`src/design/ifd_pkg.sv`:
```
// ----------------------------------------------------------------------------
// ifd_pkg
// Shared types and constants for the impedance-from-DFT block: field widths,
// result codes and the arctangent table of the phase rotator.
// ----------------------------------------------------------------------------
package ifd_pkg;

  // Field widths fixed by the sample and result formats
  localparam int SMP_W   = 16;  // one DFT word
  localparam int CH_W    = 4;   // channel index
  localparam int SUM_W   = 20;  // sum of up to 16 samples
  localparam int SQ_W    = 40;  // re^2 + im^2 of the sums
  localparam int RAD_W   = 44;  // 16 * sq, padded to an even width
  localparam int ROOT_W  = 22;  // isqrt of the radicand
  localparam int RES_W   = 24;  // calibration resistor
  localparam int CALM_W  = 18;  // Q17.1 magnitude
  localparam int MAG_W   = 16;
  localparam int IMP_W   = 32;
  localparam int PH_W    = 15;
  localparam int NUM_W   = 42;  // resistor * calibrated magnitude
  localparam int QUO_W   = 43;  // divider dividend / quotient
  localparam int DVS_W   = 22;  // divider divisor
  localparam int CX_W    = 32;  // rotator x and y
  localparam int CZ_W    = 24;  // rotator angle accumulator
  localparam int CORDIC_N = 16;

  localparam logic signed [PH_W-1:0] PHASE_LIMIT = 15'sd12868;
  localparam logic [RES_W-1:0] RES_DEFAULT = 24'd1000;

  // Configuration register indexes
  localparam logic REG_CALIB_RES = 1'b0;

  typedef enum logic {
    KIND_CAL  = 1'b0,
    KIND_MEAS = 1'b1
  } kind_t;

  typedef enum logic [1:0] {
    ST_OK    = 2'd0,
    ST_UNCAL = 2'd1,
    ST_ZERO  = 2'd2
  } status_t;

  // atan(2^-k) * 2^20, rounded
  function automatic logic signed [CZ_W-1:0] atan_entry(input logic [3:0] k);
    logic signed [CZ_W-1:0] a;
    case (k)
      4'd0:  a = 24'sd823550;
      4'd1:  a = 24'sd486170;
      4'd2:  a = 24'sd256879;
      4'd3:  a = 24'sd130396;
      4'd4:  a = 24'sd65451;
      4'd5:  a = 24'sd32757;
      4'd6:  a = 24'sd16383;
      4'd7:  a = 24'sd8192;
      4'd8:  a = 24'sd4096;
      4'd9:  a = 24'sd2048;
      4'd10: a = 24'sd1024;
      4'd11: a = 24'sd512;
      4'd12: a = 24'sd256;
      4'd13: a = 24'sd128;
      4'd14: a = 24'sd64;
      4'd15: a = 24'sd32;
      default: a = '0;
    endcase
    return a;
  endfunction

endpackage

```
`src/design/ifd_div.sv`:
```
// ----------------------------------------------------------------------------
// ifd_div
// Restoring unsigned divider, one quotient bit per cycle. A start pulse
// loads the operands; done pulses for one cycle when the quotient is ready.
// ----------------------------------------------------------------------------
module ifd_div #(
  parameter int QW = 43,
  parameter int DW = 22
) (
  input  logic          clk,
  input  logic          rst,
  input  logic          start,
  input  logic [QW-1:0] dividend,
  input  logic [DW-1:0] divisor,
  output logic          done,
  output logic [QW-1:0] quotient
);

  localparam int CW = $clog2(QW + 1);

  logic [QW-1:0] quo;
  logic [DW-1:0] rem;
  logic [CW-1:0] cnt;
  logic          busy;
  logic [DW:0]   rem_sh;
  logic [DW:0]   dvs_ext;
  logic [DW:0]   diff;
  logic          ge;

  // Trial subtract of the shifted remainder
  assign rem_sh  = {rem, quo[QW-1]};
  assign dvs_ext = {1'b0, divisor};
  assign ge      = (rem_sh >= dvs_ext);
  assign diff    = rem_sh - dvs_ext;
  assign quotient = quo;

  // Shift one quotient bit in per cycle
  always_ff @(posedge clk) begin
    if (rst) begin
      busy <= 1'b0;
      done <= 1'b0;
      cnt  <= '0;
    end else begin
      done <= 1'b0;
      if (start) begin
        quo  <= dividend;
        rem  <= '0;
        cnt  <= '0;
        busy <= 1'b1;
      end else if (busy) begin
        rem <= ge ? diff[DW-1:0] : rem_sh[DW-1:0];
        quo <= {quo[QW-2:0], ge};
        cnt <= cnt + 1'b1;
        if (cnt == CW'(QW - 1)) begin
          busy <= 1'b0;
          done <= 1'b1;
        end
      end
    end
  end

endmodule

```
`src/design/impedance_from_dft_samples.sv`:
```
// ----------------------------------------------------------------------------
// impedance_from_dft_samples
// Sums DFT samples per point, forms the mean magnitude, stores it as the
// calibration reference or turns it into impedance and phase.
// ----------------------------------------------------------------------------
//  channel  | dir | payload                                  | beats
//  s_*      | in  | tuser kind, tdata channel/real/imag      | one per sample
//  m_*      | out | tuser kind, tdata chan/mag/imp/phase/st  | one per point
//  apb      | in  | calib_resistance at address 0            | setup/access write
//
// A sample that does not complete a point is added to the sums and s_tready
// stays high. The last sample of a point starts the work: two squares, a
// 22-step square root and two reciprocal multiplies for the means; for a
// measurement then 16 rotator steps, one multiply and a divide.
// s_tready stays low meanwhile. A finished result waits in the output
// register; a stall there holds the block before the next point.
// Reset (synchronous) clears sums, count and calibration and sets the
// resistor to 1000 ohms.
// ----------------------------------------------------------------------------
module impedance_from_dft_samples #(
  parameter int SAMPLES_PER_POINT = 5,
  parameter int MAX_CHANNELS      = 16
) (
  input  logic        clk,
  input  logic        rst,
  input  logic        s_tvalid,
  output logic        s_tready,
  input  logic [39:0] s_tdata,   // channel[3:0], real_part[19:4], imag_part[35:20]
  input  logic        s_tuser,   // kind
  output logic        m_tvalid,
  input  logic        m_tready,
  output logic [71:0] m_tdata,   // result_channel[3:0], magnitude[19:4],
                                 // impedance_ohms[51:20], phase[66:52], status[68:67]
  output logic        m_tuser,   // result_kind
  input  logic        psel,
  input  logic        penable,
  input  logic        pwrite,
  input  logic [2:0]  paddr,
  input  logic [31:0] pwdata,
  output logic [31:0] prdata,
  output logic        pready
);

  import ifd_pkg::*;

  localparam int CNT_W = $clog2(SAMPLES_PER_POINT + 1);
  localparam logic [CNT_W-1:0] CNT_LAST = CNT_W'(SAMPLES_PER_POINT - 1);
  localparam logic [6:0] CH_LIMIT = 7'(MAX_CHANNELS);
  // Reciprocal of the point length: floor(x / N) = (x * RCP_N) >> RCP_SH
  localparam int RCP_SH = 26;
  localparam logic [27:0] RCP_N = 28'(((64'd1 << RCP_SH) + 64'(SAMPLES_PER_POINT)
                                       - 64'd1) / 64'(SAMPLES_PER_POINT));

  typedef enum logic [3:0] {
    S_IDLE, S_SQ_RE, S_SQ_IM, S_ROOT, S_MAG, S_QMAG,
    S_CORDIC, S_PHASE, S_IMP_MUL, S_IMP_GO, S_IMP_WAIT, S_FIN
  } state_t;

  state_t state;

  // Configuration and persistent state
  logic [RES_W-1:0]  calib_res;
  logic [CALM_W-1:0] cal_mag;
  logic              cal_valid;
  logic [CNT_W-1:0]  count;
  logic signed [SUM_W-1:0] real_sum;
  logic signed [SUM_W-1:0] imag_sum;

  // Working registers for one point
  logic              pt_kind;
  logic [CH_W-1:0]   pt_ch;
  logic signed [SUM_W-1:0] pt_rs;
  logic signed [SUM_W-1:0] pt_is;
  logic [SQ_W-1:0]   sq;
  logic [RAD_W-1:0]  rad;
  logic [ROOT_W-1:0] root;
  logic [24:0]       rem;
  logic [4:0]        step;
  logic [ROOT_W-1:0] root_val;
  logic [CALM_W-1:0] q_mag;
  logic [NUM_W-1:0]  num;
  logic signed [CX_W-1:0] cx;
  logic signed [CX_W-1:0] cy;
  logic signed [CZ_W-1:0] cz;
  logic [MAG_W-1:0]  res_mag;
  logic [IMP_W-1:0]  res_imp;
  logic signed [PH_W-1:0] res_phase;
  status_t           res_status;

  // Output register
  logic              out_kind;
  logic [CH_W-1:0]   out_ch;
  logic [MAG_W-1:0]  out_mag;
  logic [IMP_W-1:0]  out_imp;
  logic signed [PH_W-1:0] out_phase;
  status_t           out_status;

  // Input fields
  logic [CH_W-1:0]   in_ch;
  logic signed [SMP_W-1:0] in_re;
  logic signed [SMP_W-1:0] in_im;
  logic              in_ch_ok;
  logic signed [SUM_W-1:0] re_acc;
  logic signed [SUM_W-1:0] im_acc;

  assign in_ch    = s_tdata[3:0];
  assign in_re    = s_tdata[19:4];
  assign in_im    = s_tdata[35:20];
  assign in_ch_ok = ({3'b000, in_ch} < CH_LIMIT);
  assign re_acc   = real_sum + SUM_W'(in_re);
  assign im_acc   = imag_sum + SUM_W'(in_im);

  assign s_tready = (state == S_IDLE);

  // APB: always ready, one register at addresses 0 to 3 (only paddr[2] decoded)
  logic cfg_wr;
  assign pready = 1'b1;
  assign cfg_wr = psel & penable & pwrite & (paddr[2] == REG_CALIB_RES);
  assign prdata = (paddr[2] == REG_CALIB_RES) ? {8'h00, calib_res} : 32'h0;

  // Shared multiplier: squares of the sums, reciprocal scaling of the root,
  // then resistor * reference
  logic signed [24:0] mul_a;
  logic signed [27:0] mul_b;
  logic signed [52:0] prod;

  always_comb begin
    case (state)
      S_SQ_RE: begin
        mul_a = 25'(pt_rs);
        mul_b = 28'(pt_rs);
      end
      S_SQ_IM: begin
        mul_a = 25'(pt_is);
        mul_b = 28'(pt_is);
      end
      S_MAG: begin
        mul_a = {4'b0000, root_val[ROOT_W-1:1]};
        mul_b = RCP_N;
      end
      S_QMAG: begin
        mul_a = {3'b000, root_val};
        mul_b = RCP_N;
      end
      default: begin
        mul_a = {1'b0, calib_res};
        mul_b = {10'b0, cal_mag};
      end
    endcase
  end
  assign prod = mul_a * mul_b;

  logic [SQ_W-1:0] sq_sum;
  assign sq_sum = sq + prod[SQ_W-1:0];

  // Square root: two radicand bits per step
  logic [24:0] rem_sh;
  logic [24:0] trial;
  logic        root_ge;
  assign rem_sh  = {rem[22:0], rad[RAD_W-1 -: 2]};
  assign trial   = {1'b0, root, 2'b01};
  assign root_ge = (rem_sh >= trial);

  // Divider for the impedance ratio
  logic             div_start;
  logic [QUO_W-1:0] div_dividend;
  logic [DVS_W-1:0] div_divisor;
  logic             div_done;
  logic [QUO_W-1:0] div_quo;

  assign div_dividend = QUO_W'(num) + QUO_W'(q_mag[CALM_W-1:1]);
  assign div_divisor  = DVS_W'(q_mag);
  assign div_start    = (state == S_IMP_GO);

  ifd_div #(.QW(QUO_W), .DW(DVS_W)) u_div (
    .clk      (clk),
    .rst      (rst),
    .start    (div_start),
    .dividend (div_dividend),
    .divisor  (div_divisor),
    .done     (div_done),
    .quotient (div_quo)
  );

  // Round half up from the odd-multiple bound, then clamp
  logic [ROOT_W-1:0] rcp_quo;
  logic [22:0]       t_plus;
  logic [21:0]       half;
  logic [MAG_W-1:0]  mag_val;
  logic [CALM_W-1:0] q_val;
  assign rcp_quo = prod[RCP_SH +: ROOT_W];
  assign t_plus  = {1'b0, rcp_quo} + 23'd1;
  assign half    = t_plus[22:1];
  assign mag_val = (|half[21:16]) ? '1 : half[15:0];
  assign q_val   = (|half[21:18]) ? '1 : half[17:0];

  // Vectoring rotator step
  logic signed [CX_W-1:0] nx, ny;
  logic signed [CZ_W-1:0] nz;
  logic signed [CZ_W-1:0] atan_k;
  assign atan_k = atan_entry(step[3:0]);

  always_comb begin
    if (cy > 0) begin
      nx = cx + (cy >>> step[3:0]);
      ny = cy - (cx >>> step[3:0]);
      nz = cz + atan_k;
    end else begin
      nx = cx - (cy >>> step[3:0]);
      ny = cy + (cx >>> step[3:0]);
      nz = cz - atan_k;
    end
  end

  // Rotator start values and phase rounding
  logic [SUM_W-1:0]        is_abs;
  logic signed [SUM_W-1:0] y_sum;
  logic signed [CZ_W-1:0]  z_rnd;
  logic signed [PH_W-1:0]  ph_val;
  assign is_abs = pt_is[SUM_W-1] ? SUM_W'(-pt_is) : pt_is;
  assign y_sum  = pt_is[SUM_W-1] ? -pt_rs : pt_rs;
  assign z_rnd  = (cz + 24'sd64) >>> 7;

  always_comb begin
    if (pt_rs == '0) begin
      ph_val = '0;
    end else if (pt_is == '0) begin
      ph_val = (pt_rs > 0) ? PHASE_LIMIT : -PHASE_LIMIT;
    end else if (z_rnd > CZ_W'(PHASE_LIMIT)) begin
      ph_val = PHASE_LIMIT;
    end else if (z_rnd < -CZ_W'(PHASE_LIMIT)) begin
      ph_val = -PHASE_LIMIT;
    end else begin
      ph_val = z_rnd[PH_W-1:0];
    end
  end

  // Sequencer, state and output register
  always_ff @(posedge clk) begin
    if (rst) begin
      state     <= S_IDLE;
      m_tvalid  <= 1'b0;
      count     <= '0;
      real_sum  <= '0;
      imag_sum  <= '0;
      cal_mag   <= '0;
      cal_valid <= 1'b0;
      calib_res <= RES_DEFAULT;
    end else begin
      if (cfg_wr) begin
        calib_res <= pwdata[RES_W-1:0];
      end
      // Drop a taken beat unless a new one replaces it
      if (m_tvalid && m_tready && (state != S_FIN)) begin
        m_tvalid <= 1'b0;
      end
      case (state)
        S_IDLE: begin
          if (s_tvalid && in_ch_ok) begin
            if (count == CNT_LAST) begin
              pt_rs    <= re_acc;
              pt_is    <= im_acc;
              pt_kind  <= s_tuser;
              pt_ch    <= in_ch;
              real_sum <= '0;
              imag_sum <= '0;
              count    <= '0;
              state    <= S_SQ_RE;
            end else begin
              real_sum <= re_acc;
              imag_sum <= im_acc;
              count    <= count + 1'b1;
            end
          end
        end
        S_SQ_RE: begin
          sq    <= prod[SQ_W-1:0];
          state <= S_SQ_IM;
        end
        S_SQ_IM: begin
          rad   <= {sq_sum, 4'b0000};
          root  <= '0;
          rem   <= '0;
          step  <= '0;
          state <= S_ROOT;
        end
        S_ROOT: begin
          rad  <= {rad[RAD_W-3:0], 2'b00};
          rem  <= root_ge ? (rem_sh - trial) : rem_sh;
          root <= {root[ROOT_W-2:0], root_ge};
          step <= step + 1'b1;
          if (step == 5'(ROOT_W - 1)) begin
            root_val <= {root[ROOT_W-2:0], root_ge};
            state    <= S_MAG;
          end
        end
        S_MAG: begin
          res_mag <= mag_val;
          state   <= S_QMAG;
        end
        S_QMAG: begin
          q_mag <= q_val;
          if (pt_kind == KIND_CAL) begin
            cal_mag    <= q_val;
            cal_valid  <= 1'b1;
            res_status <= (q_val == '0) ? ST_ZERO : ST_OK;
            res_imp    <= '0;
            res_phase  <= '0;
            state      <= S_FIN;
          end else begin
            cx    <= CX_W'(is_abs) <<< 8;
            cy    <= CX_W'(y_sum) <<< 8;
            cz    <= '0;
            step  <= '0;
            state <= S_CORDIC;
          end
        end
        S_CORDIC: begin
          cx   <= nx;
          cy   <= ny;
          cz   <= nz;
          step <= step + 1'b1;
          if (step == 5'(CORDIC_N - 1)) begin
            state <= S_PHASE;
          end
        end
        S_PHASE: begin
          res_phase <= ph_val;
          if (!cal_valid) begin
            res_status <= ST_UNCAL;
            res_imp    <= '0;
            state      <= S_FIN;
          end else if (q_mag == '0) begin
            res_status <= ST_ZERO;
            res_imp    <= '1;
            state      <= S_FIN;
          end else begin
            state <= S_IMP_MUL;
          end
        end
        S_IMP_MUL: begin
          num   <= prod[NUM_W-1:0];
          state <= S_IMP_GO;
        end
        S_IMP_GO: begin
          state <= S_IMP_WAIT;
        end
        S_IMP_WAIT: begin
          if (div_done) begin
            res_imp    <= (|div_quo[QUO_W-1:IMP_W]) ? '1 : div_quo[IMP_W-1:0];
            res_status <= ST_OK;
            state      <= S_FIN;
          end
        end
        S_FIN: begin
          if (!m_tvalid || m_tready) begin
            m_tvalid   <= 1'b1;
            out_kind   <= pt_kind;
            out_ch     <= pt_ch;
            out_mag    <= res_mag;
            out_imp    <= res_imp;
            out_phase  <= res_phase;
            out_status <= res_status;
            state      <= S_IDLE;
          end
        end
        default: begin
          state <= S_IDLE;
        end
      endcase
    end
  end

  assign m_tuser = out_kind;
  assign m_tdata = {3'b000, out_status, out_phase, out_imp, out_mag, out_ch};

endmodule

```
`config.mk`:
```
export PLATFORM = sky130hd
export DESIGN_NAME = impedance_from_dft_samples
export DESIGN_NICKNAME = d
export VERILOG_FILES = /design/src/design/ifd_pkg.sv /design/src/design/ifd_div.sv /design/src/design/impedance_from_dft_samples.sv
export SDC_FILE = /design/constraint.sdc
export NUM_CORES = 2
export LEC_CHECK = 0
export BUFFER_PORTS_ARGS = -buffer_cell sky130_fd_sc_hd__buf_2
export CAP_MARGIN = 10
export CORE_ASPECT_RATIO = 1.25
export CORE_MARGIN = 1.5
export CORE_UTILIZATION = 50
export DETAILED_ROUTE_END_ITERATION = 16
export PLACE_DENSITY_LB_ADDON = 0.12
export SLEW_MARGIN = 30
export SYNTH_ARGS = -nofsm -noshare
export SYNTH_HDL_FRONTEND = slang
export SYNTH_SLANG_ARGS = --single-unit
```
`constraint.sdc`:
```
create_clock -name clk -period 27.4 [get_ports clk]
set_clock_uncertainty 0.05 [all_clocks]
set_input_delay 5.48 -clock clk [delete_from_list [all_inputs] [get_ports clk]]
set_output_delay 5.48 -clock clk [all_outputs]
set_load 0.005 [all_outputs]
```
* Yosys cells after proc, flatten, opt, wreduce, memory -nomap -nowiden
Memories as Yosys holds them, arrays and structs flattened. A register that Yosys moved wholly into a read port is not among the register bits. Index checks and enable logic that the tools add are counted.
Operators by class: bitwise operators 7, shift operators 2, add/subtract/negate cells 19, order comparisons 6, equal/unequal tests 25, multiply operators 1, multiplexer cells 65, reductions and logical operators 38
Operators with widths (number):
- 2-to-1 mux 32 bit | 9
- case mux 32 bit (2 select lines) | 2
- case mux 25 bit (4 select lines) | 1
- case mux 32 bit (3 select lines) | 1
- 2-to-1 mux 15 bit | 6
- case mux 44 bit (2 select lines) | 1
- 2-to-1 mux 43 bit | 2
- case mux 28 bit (3 select lines) | 1
- 2-to-1 mux 20 bit | 4
- 2-to-1 mux 24 bit | 3
- adder 32 bit | 2
- >>> shifter 32 x 4 -> 32 bit | 2
- subtractor 32 bit | 2
- multiplier 25 x 28 -> 48 bit | 1
- case mux 24 bit (2 select lines) | 1
- case mux 4 bit (12 select lines) | 1
- case mux 23 bit (2 select lines) | 1
- 2-to-1 mux 22 bit | 2
- case mux 22 bit (2 select lines) | 1
- adder 42 x 17 -> 43 bit | 1
- adder 20 x 16 -> 20 bit | 2
- adder 40 bit | 1
- logical NOT 20 bit | 2
- negation 20 bit | 2
- other kinds (56) | 112
Storage, ports and cells: memories kept 1, bits of input ports 83, register bits after elaboration 648, memory bits (read-only) 320, logic and storage cells 202, output and inout port bits 108
Memory list:
- (no name shown) | depth 16, bits a word 20, rd ports 1, clocked after memory_dff 1, write ports 0, RTL line ifd_pkg.sv:47 | case (k)

* Longest topological paths before layout
depth after elaboration 11, gate-level depth with buffers 46

* Modules after synthesis
Synthesis repeated with hierarchy kept, for this count alone.
Second synthesis, totals: cells, all modules 6666, area, all modules 63706.1 um^2
Modules (own cells, without submodules):
- impedance_from_dft_samples | area an instance 59240.6 um^2, cells each 6266, instances 1, sequential area each 16636.0 um^2
- ifd_div | area an instance 4465.5 um^2, cells each 400, instances 1, sequential area each 2112.0 um^2

* Least setup slack after synthesis
No wires, ideal clock.
kind in2reg, from input port rst, to register rad[10], enable pin, library setup time 0.633 ns, arrival 11.668 ns, cell stages on the path 3, data required time 26.717 ns, path slack 15.049 ns, buffers on the path 2, cell sequence clkbuf_1 -> clkbuf_1 -> nor3_1
On the way: word-level cells in the longest chain between the ends 2
RTL lines:
- from (decl) | RTL line impedance_from_dft_samples.sv:25 | input logic rst,
- inverter 1 bit (no line)
- AND reduction 2 bit (no line)
- to (signal assigned) | RTL line impedance_from_dft_samples.sv:281 | rad <= {sq_sum, 4'b0000};
- to (signal assigned) | RTL line impedance_from_dft_samples.sv:288 | rad <= {rad[RAD_W-3:0], 2'b00};
- to (decl) | RTL line impedance_from_dft_samples.sv:75 | logic [RAD_W-1:0] rad;
Every way passes these cells. A chain may end at the register's enable or synchronous reset.

* Final worst setup path
from register state[2], to register res_mag[4] (data pin)
On the way: word-level cells in the longest chain between the ends 6, elaborated cells between the ends (all ways) 10
RTL lines:
- from (decl) | RTL line impedance_from_dft_samples.sv:59 | state_t state;
- from (signal assigned) | RTL line impedance_from_dft_samples.sv:241 | state <= S_IDLE;
- from (signal assigned) | RTL line impedance_from_dft_samples.sv:268 | state <= S_SQ_RE;
- from (signal assigned) | RTL line impedance_from_dft_samples.sv:278 | state <= S_SQ_IM;
- equality test 4 x 3 -> 1 bit | RTL line impedance_from_dft_samples.sv:128 | case (state)
- OR reduction 2 bit (no line)
- case mux 28 bit (3 select lines) | RTL line impedance_from_dft_samples.sv:128
- multiplier 25 x 28 -> 48 bit (*) | RTL line impedance_from_dft_samples.sv:151 | assign prod = mul_a * mul_b;
- adder 22 x 1 -> 23 bit (*) | RTL line impedance_from_dft_samples.sv:192 | assign t_plus = {1'b0, rcp_quo} + 23'd1;
- OR reduction 6 bit | RTL line impedance_from_dft_samples.sv:194 | assign mag_val = (|half[21:16]) ? '1 : half[15:0];
- to (signal assigned) | RTL line impedance_from_dft_samples.sv:298 | res_mag <= mag_val;
- to (decl) | RTL line impedance_from_dft_samples.sv:85 | logic [MAG_W-1:0] res_mag;
Every way passes the cells marked *; elsewhere a longest branch is shown, timed or not.

==> impl.org <==
** CTS
- Clock tree synthesis found a total of 664 sinks.
- In this run, CTS created clock tree buffers numbering 77.
- Deepest clock path buffer count :: 3
- The tree is rooted in a sky130_fd_sc_hd__clkbuf_16.
- The H-tree generated during clock tree synthesis spans 3 levels.
- Clock latency on the worst-skew pair, taken at its later pin, is 710 ps.
- TritonCTS clock tree :: done
- Hold Buf Count CTS :: 0
- Clock-pin transition on the worst setup and hold timing paths :: 60 ps
- # Post-CTS Setup Buffers :: 0
- Post-cts resize count :: 0

** Floorplanning
- Area of the placeable core :: 126000 sq um
- The floorplan step defined a die boundary enclosing 129000 sq um.
- For this configuration, the core starts out at a cell density of 0.503.
- In this run the horizontal extent of the chip is 322 um.
- Die span in y :: 402 um
- I/O Pins :: 191
- Number of placement rows :: 146

** Worst setup path
- Crit Reg-Reg Endpoint :: res_mag[4]$_SDFFCE_PP1P_
- RR Startpoint :: state[2]$_SDFFE_PP0P_
- The critical path contains buffers and inverters numbering 4 combined.
- Worst Path Max Fanout :: 35
- CP max stage cell :: sky130_fd_sc_hd__fa_1
- Critical path data required time :: 27720 ps
- The cell that appears most often on the critical path is sky130_fd_sc_hd__fa_1.
- Startpoint Class :: flip-flop
- Register-to-Register Path Depth :: 28
- Endpoint class of the critical path :: flip-flop
- Source of the critical timing path :: state[2]$_SDFFE_PP0P_
- On the critical path the largest part of the delay comes from adder cells.
- Worst path max stage delay :: 1150 ps
- Data on the critical path arrives at its endpoint at roughly 13000 ps.
- Worst-case register-to-register setup slack :: 14300 ps
- Critical path start-end classification :: flip-flop to flip-flop
- Worst Setup EP :: res_mag[4]$_SDFFCE_PP1P_
- Number of cells on the critical path :: 28

** Finish
- The multi-input combinational cells in the finished layout cover a total of 40800 sq um.
- Register Area :: 18700 sq um
- Area growth from synthesis to final layout :: 9.01%
- Count of nets after finishing :: between 7k and 8k
- Proportion of layout cells with a drive suffix above 1 :: 0.0869
- Layout fillers :: 11.4k
- Excluding fillers, the count of instances in the completed layout stands at ~8.5k.
- Commonest cells after routing, fill and taps aside :: sky130_fd_sc_hd__inv_1, sky130_fd_sc_hd__nor2_1, sky130_fd_sc_hd__nand2_1
- Most common library cell in the layout ignoring fill and taps :: sky130_fd_sc_hd__inv_1

** STA
- Setup total negative slack :: 0 ps
- In this run the tightest slew margin relative to its limit is 0.305.
- Fin crit share :: 0.478
- Number of failing hold endpoints at the final stage :: 0
- Static timing analysis puts the maximum clock frequency at ~76 MHz.
- PnR worst setup slack :: 14300 ps
- Setup Viol. Count Final :: 0
- Max-slew violation count :: 0
- Slew of the pin with the lowest slew margin :: 1030 ps
- The smallest clock period supported by the final layout is computed as around 13000 ps.
- Setup repair after global routing left no endpoint under its margin.
- The tightest hold path in the finished design has a slack of roughly 370 ps.

** Placement
- Pre-CTS setup slack :: 14330 ps
- In this run the tool buffered the top-level ports with 164 buffer cells.
- The HPWL after detailed placement is 143 mm.
- Routability-driven placement finished with a final weighted congestion of roughly 0.95.
- Once placement completed, the tool counted placed cells totaling 8345.

** Global routing
- Entering global routing, the biggest net connects 88 pins.
- Global-route usage over all layers :: 0.279
- Initial antenna violation count :: 6
- The number of global-route vias before repair came to a little under 50k.
- The first global-routing pass estimated 278 mm of wire.
- Remaining Overflow, GRT :: 0

** Outcome
- Outcome :: finished clean

** Yosys
- Of the synthesized area, sequential elements account for 0.295.
- For this run, the leading register cell type out of synthesis is sky130_fd_sc_hd__edfxtp_1.
- In the post-synthesis netlist, the biggest area contributors are sky130_fd_sc_hd__edfxtp_1, sky130_fd_sc_hd__fa_1, sky130_fd_sc_hd__ha_1, sky130_fd_sc_hd__inv_1, sky130_fd_sc_hd__nor2_1.
- Synth unique cells :: 100
- Ys async rst share :: 0
- Seq cells post-synth :: 664
- Post-Synthesis Cells :: around 6.6k
- Summed instance area of the synthesized netlist :: 63500 sq um
- The Yosys step of the flow raised 0 warnings.
- Syn Area/Cell :: around 9.6 sq um
- Synth top area share :: 0.258
- In this run, synthesis inferred 545 flip-flops with an integrated enable.
- Library cell with the largest summed area after synthesis :: sky130_fd_sc_hd__edfxtp_1

** Detailed routing
- Summed over all layers, the routed wires come to 178 mm.
- Starting DRT DRC Count :: slightly below 3k
- Number of antenna-violating nets in the routed design :: 0
- In the routed design, unresolved DRC markers number 0.
- For this run, the detailed router's first-pass iteration total came to 6.
- The final route contains about 48k vias.
- Dividing the detail-routed wire length by the instance count gives 20.9 um.
- Average via count per standard cell :: approximately 5.7

** Worst hold path
- The worst hold path belongs to the class flip-flop to flip-flop.

** Job
- Across the run, the number of max-cap violations was 0.
[stage by stage]
| stage | instance area [sq um] | utilization |
|---|---|---|
| after floorplan | 63600 | - |
| after global placement | 66400 | 0.525 |
| after detailed placement | 66400 | 0.525 |
| after CTS | 69200 | 0.547 |
| after global routing | 69300 | 0.548 |
| final | 69300 | 0.548 |
[cell usage after synthesis (66+ instances only)]
cell / count
sky130_fd_sc_hd__mux4_2: 66
sky130_fd_sc_hd__edfxtp_1: 545
sky130_fd_sc_hd__xor2_1: 152
sky130_fd_sc_hd__clkbuf_1: 210
sky130_fd_sc_hd__nor2_1: 753
sky130_fd_sc_hd__dfxtp_1: 119
sky130_fd_sc_hd__nand3_1: 119
sky130_fd_sc_hd__a22oi_1: 71
sky130_fd_sc_hd__a21oi_1: 296
sky130_fd_sc_hd__inv_1: 840
sky130_fd_sc_hd__xnor2_1: 253
sky130_fd_sc_hd__nand2_1: 709
sky130_fd_sc_hd__fa_1: 639
sky130_fd_sc_hd__o21ai_0: 301
sky130_fd_sc_hd__ha_1: 382
sky130_fd_sc_hd__a21o_1: 103
sky130_fd_sc_hd__mux2i_1: 67
sky130_fd_sc_hd__nor3_1: 97
[layout make-up]
class / count / share of cell area
diodes: 1 / 0.0000361
flip-flops and latches: 664 / 0.271
repair buffers: 268 / 0.0238
clock inverters: 36 / 0.00817
well taps: 1702 / 0.0307
inverters: 842 / 0.0456
clock buffers: 107 / 0.0321
multi-input cells: 4871 / 0.589
[worst reg2reg max path: cells and delay by family (launching register included)]
kind	cells	cell delay [ps]
DFF	1	680
AOI/OAI and AO/OA	4	2260
adders and majority gates	8	5060
and+or+nand+nor	10	2940
muxes	1	480
buffers and inverters	4	500
xor gates and xnor gates	1	840
[worst min path at each step]
stage	startpoint	to	slack, ps	depth (start not counted)
finish	res_mag[3]$_SDFFCE_PP1P_	out_mag[3]$_DFFE_PP_	370	0
floorplan	pt_ch[0]$_DFFE_PP_	out_ch[0]$_DFFE_PP_	350	0
global route	res_phase[1]$_SDFFCE_PP0P_	out_phase[1]$_DFFE_PP_	380	0
detailed placement	res_imp[11]$_DFFE_PP_	out_imp[11]$_DFFE_PP_	350	0
global placement	res_imp[28]$_DFFE_PP_	out_imp[28]$_DFFE_PP_	350	0
CTS	res_mag[6]$_SDFFCE_PP1P_	out_mag[6]$_DFFE_PP_	370	0
[kinds of logic (layout without fill, tap and decap cells)]
family / after synthesis / count (layout) / synth area share
AOI/OAI and AO/OA: 1184 / 1184 / 0.119
xor gates and xnor gates: 406 / 406 / 0.0561
adders and majority gates: 1021 / 1021 / 0.277
buffers and inverters: 1109 / 1253 / 0.0672
DFF: 664 / 664 / 0.295
muxes: 161 / 161 / 0.0389
other: 2 / 15 / 0.000118
and+or+nand+nor: 2085 / 2085 / 0.146
[flip-flops by register name (all words and copies together), names as in the netlist, 16 cells and up]
signal / cells
atan_k: 20
cal_mag: 18
calib_res: 24
cx: 32
cy: 32
cz: 24
imag_sum: 20
num: 42
out_imp: 32
out_mag: 16
pt_is: 20
pt_rs: 20
q_mag: 18
rad: 40
real_sum: 20
rem: 23
res_imp: 32
res_mag: 16
root: 22
root_val: 22
sq: 40
u_div.quotient: 43
u_div.rem: 22
[routing by layer]
layer | GRT usage | share of wire | vias to the layer above
met5 | 0 | 0.00014 | -
met4 | 0.112 | 0.044 | 4
met3 | 0.0393 | 0.056 | 371
met2 | 0.483 | 0.49 | 1349
met1 | 0.349 | 0.41 | 23800
li1 | - | - | 22600
Power is left out: the tool's default activity adds up to more than one toggle a clock period on the data nets, which glitch-free logic cannot reach.
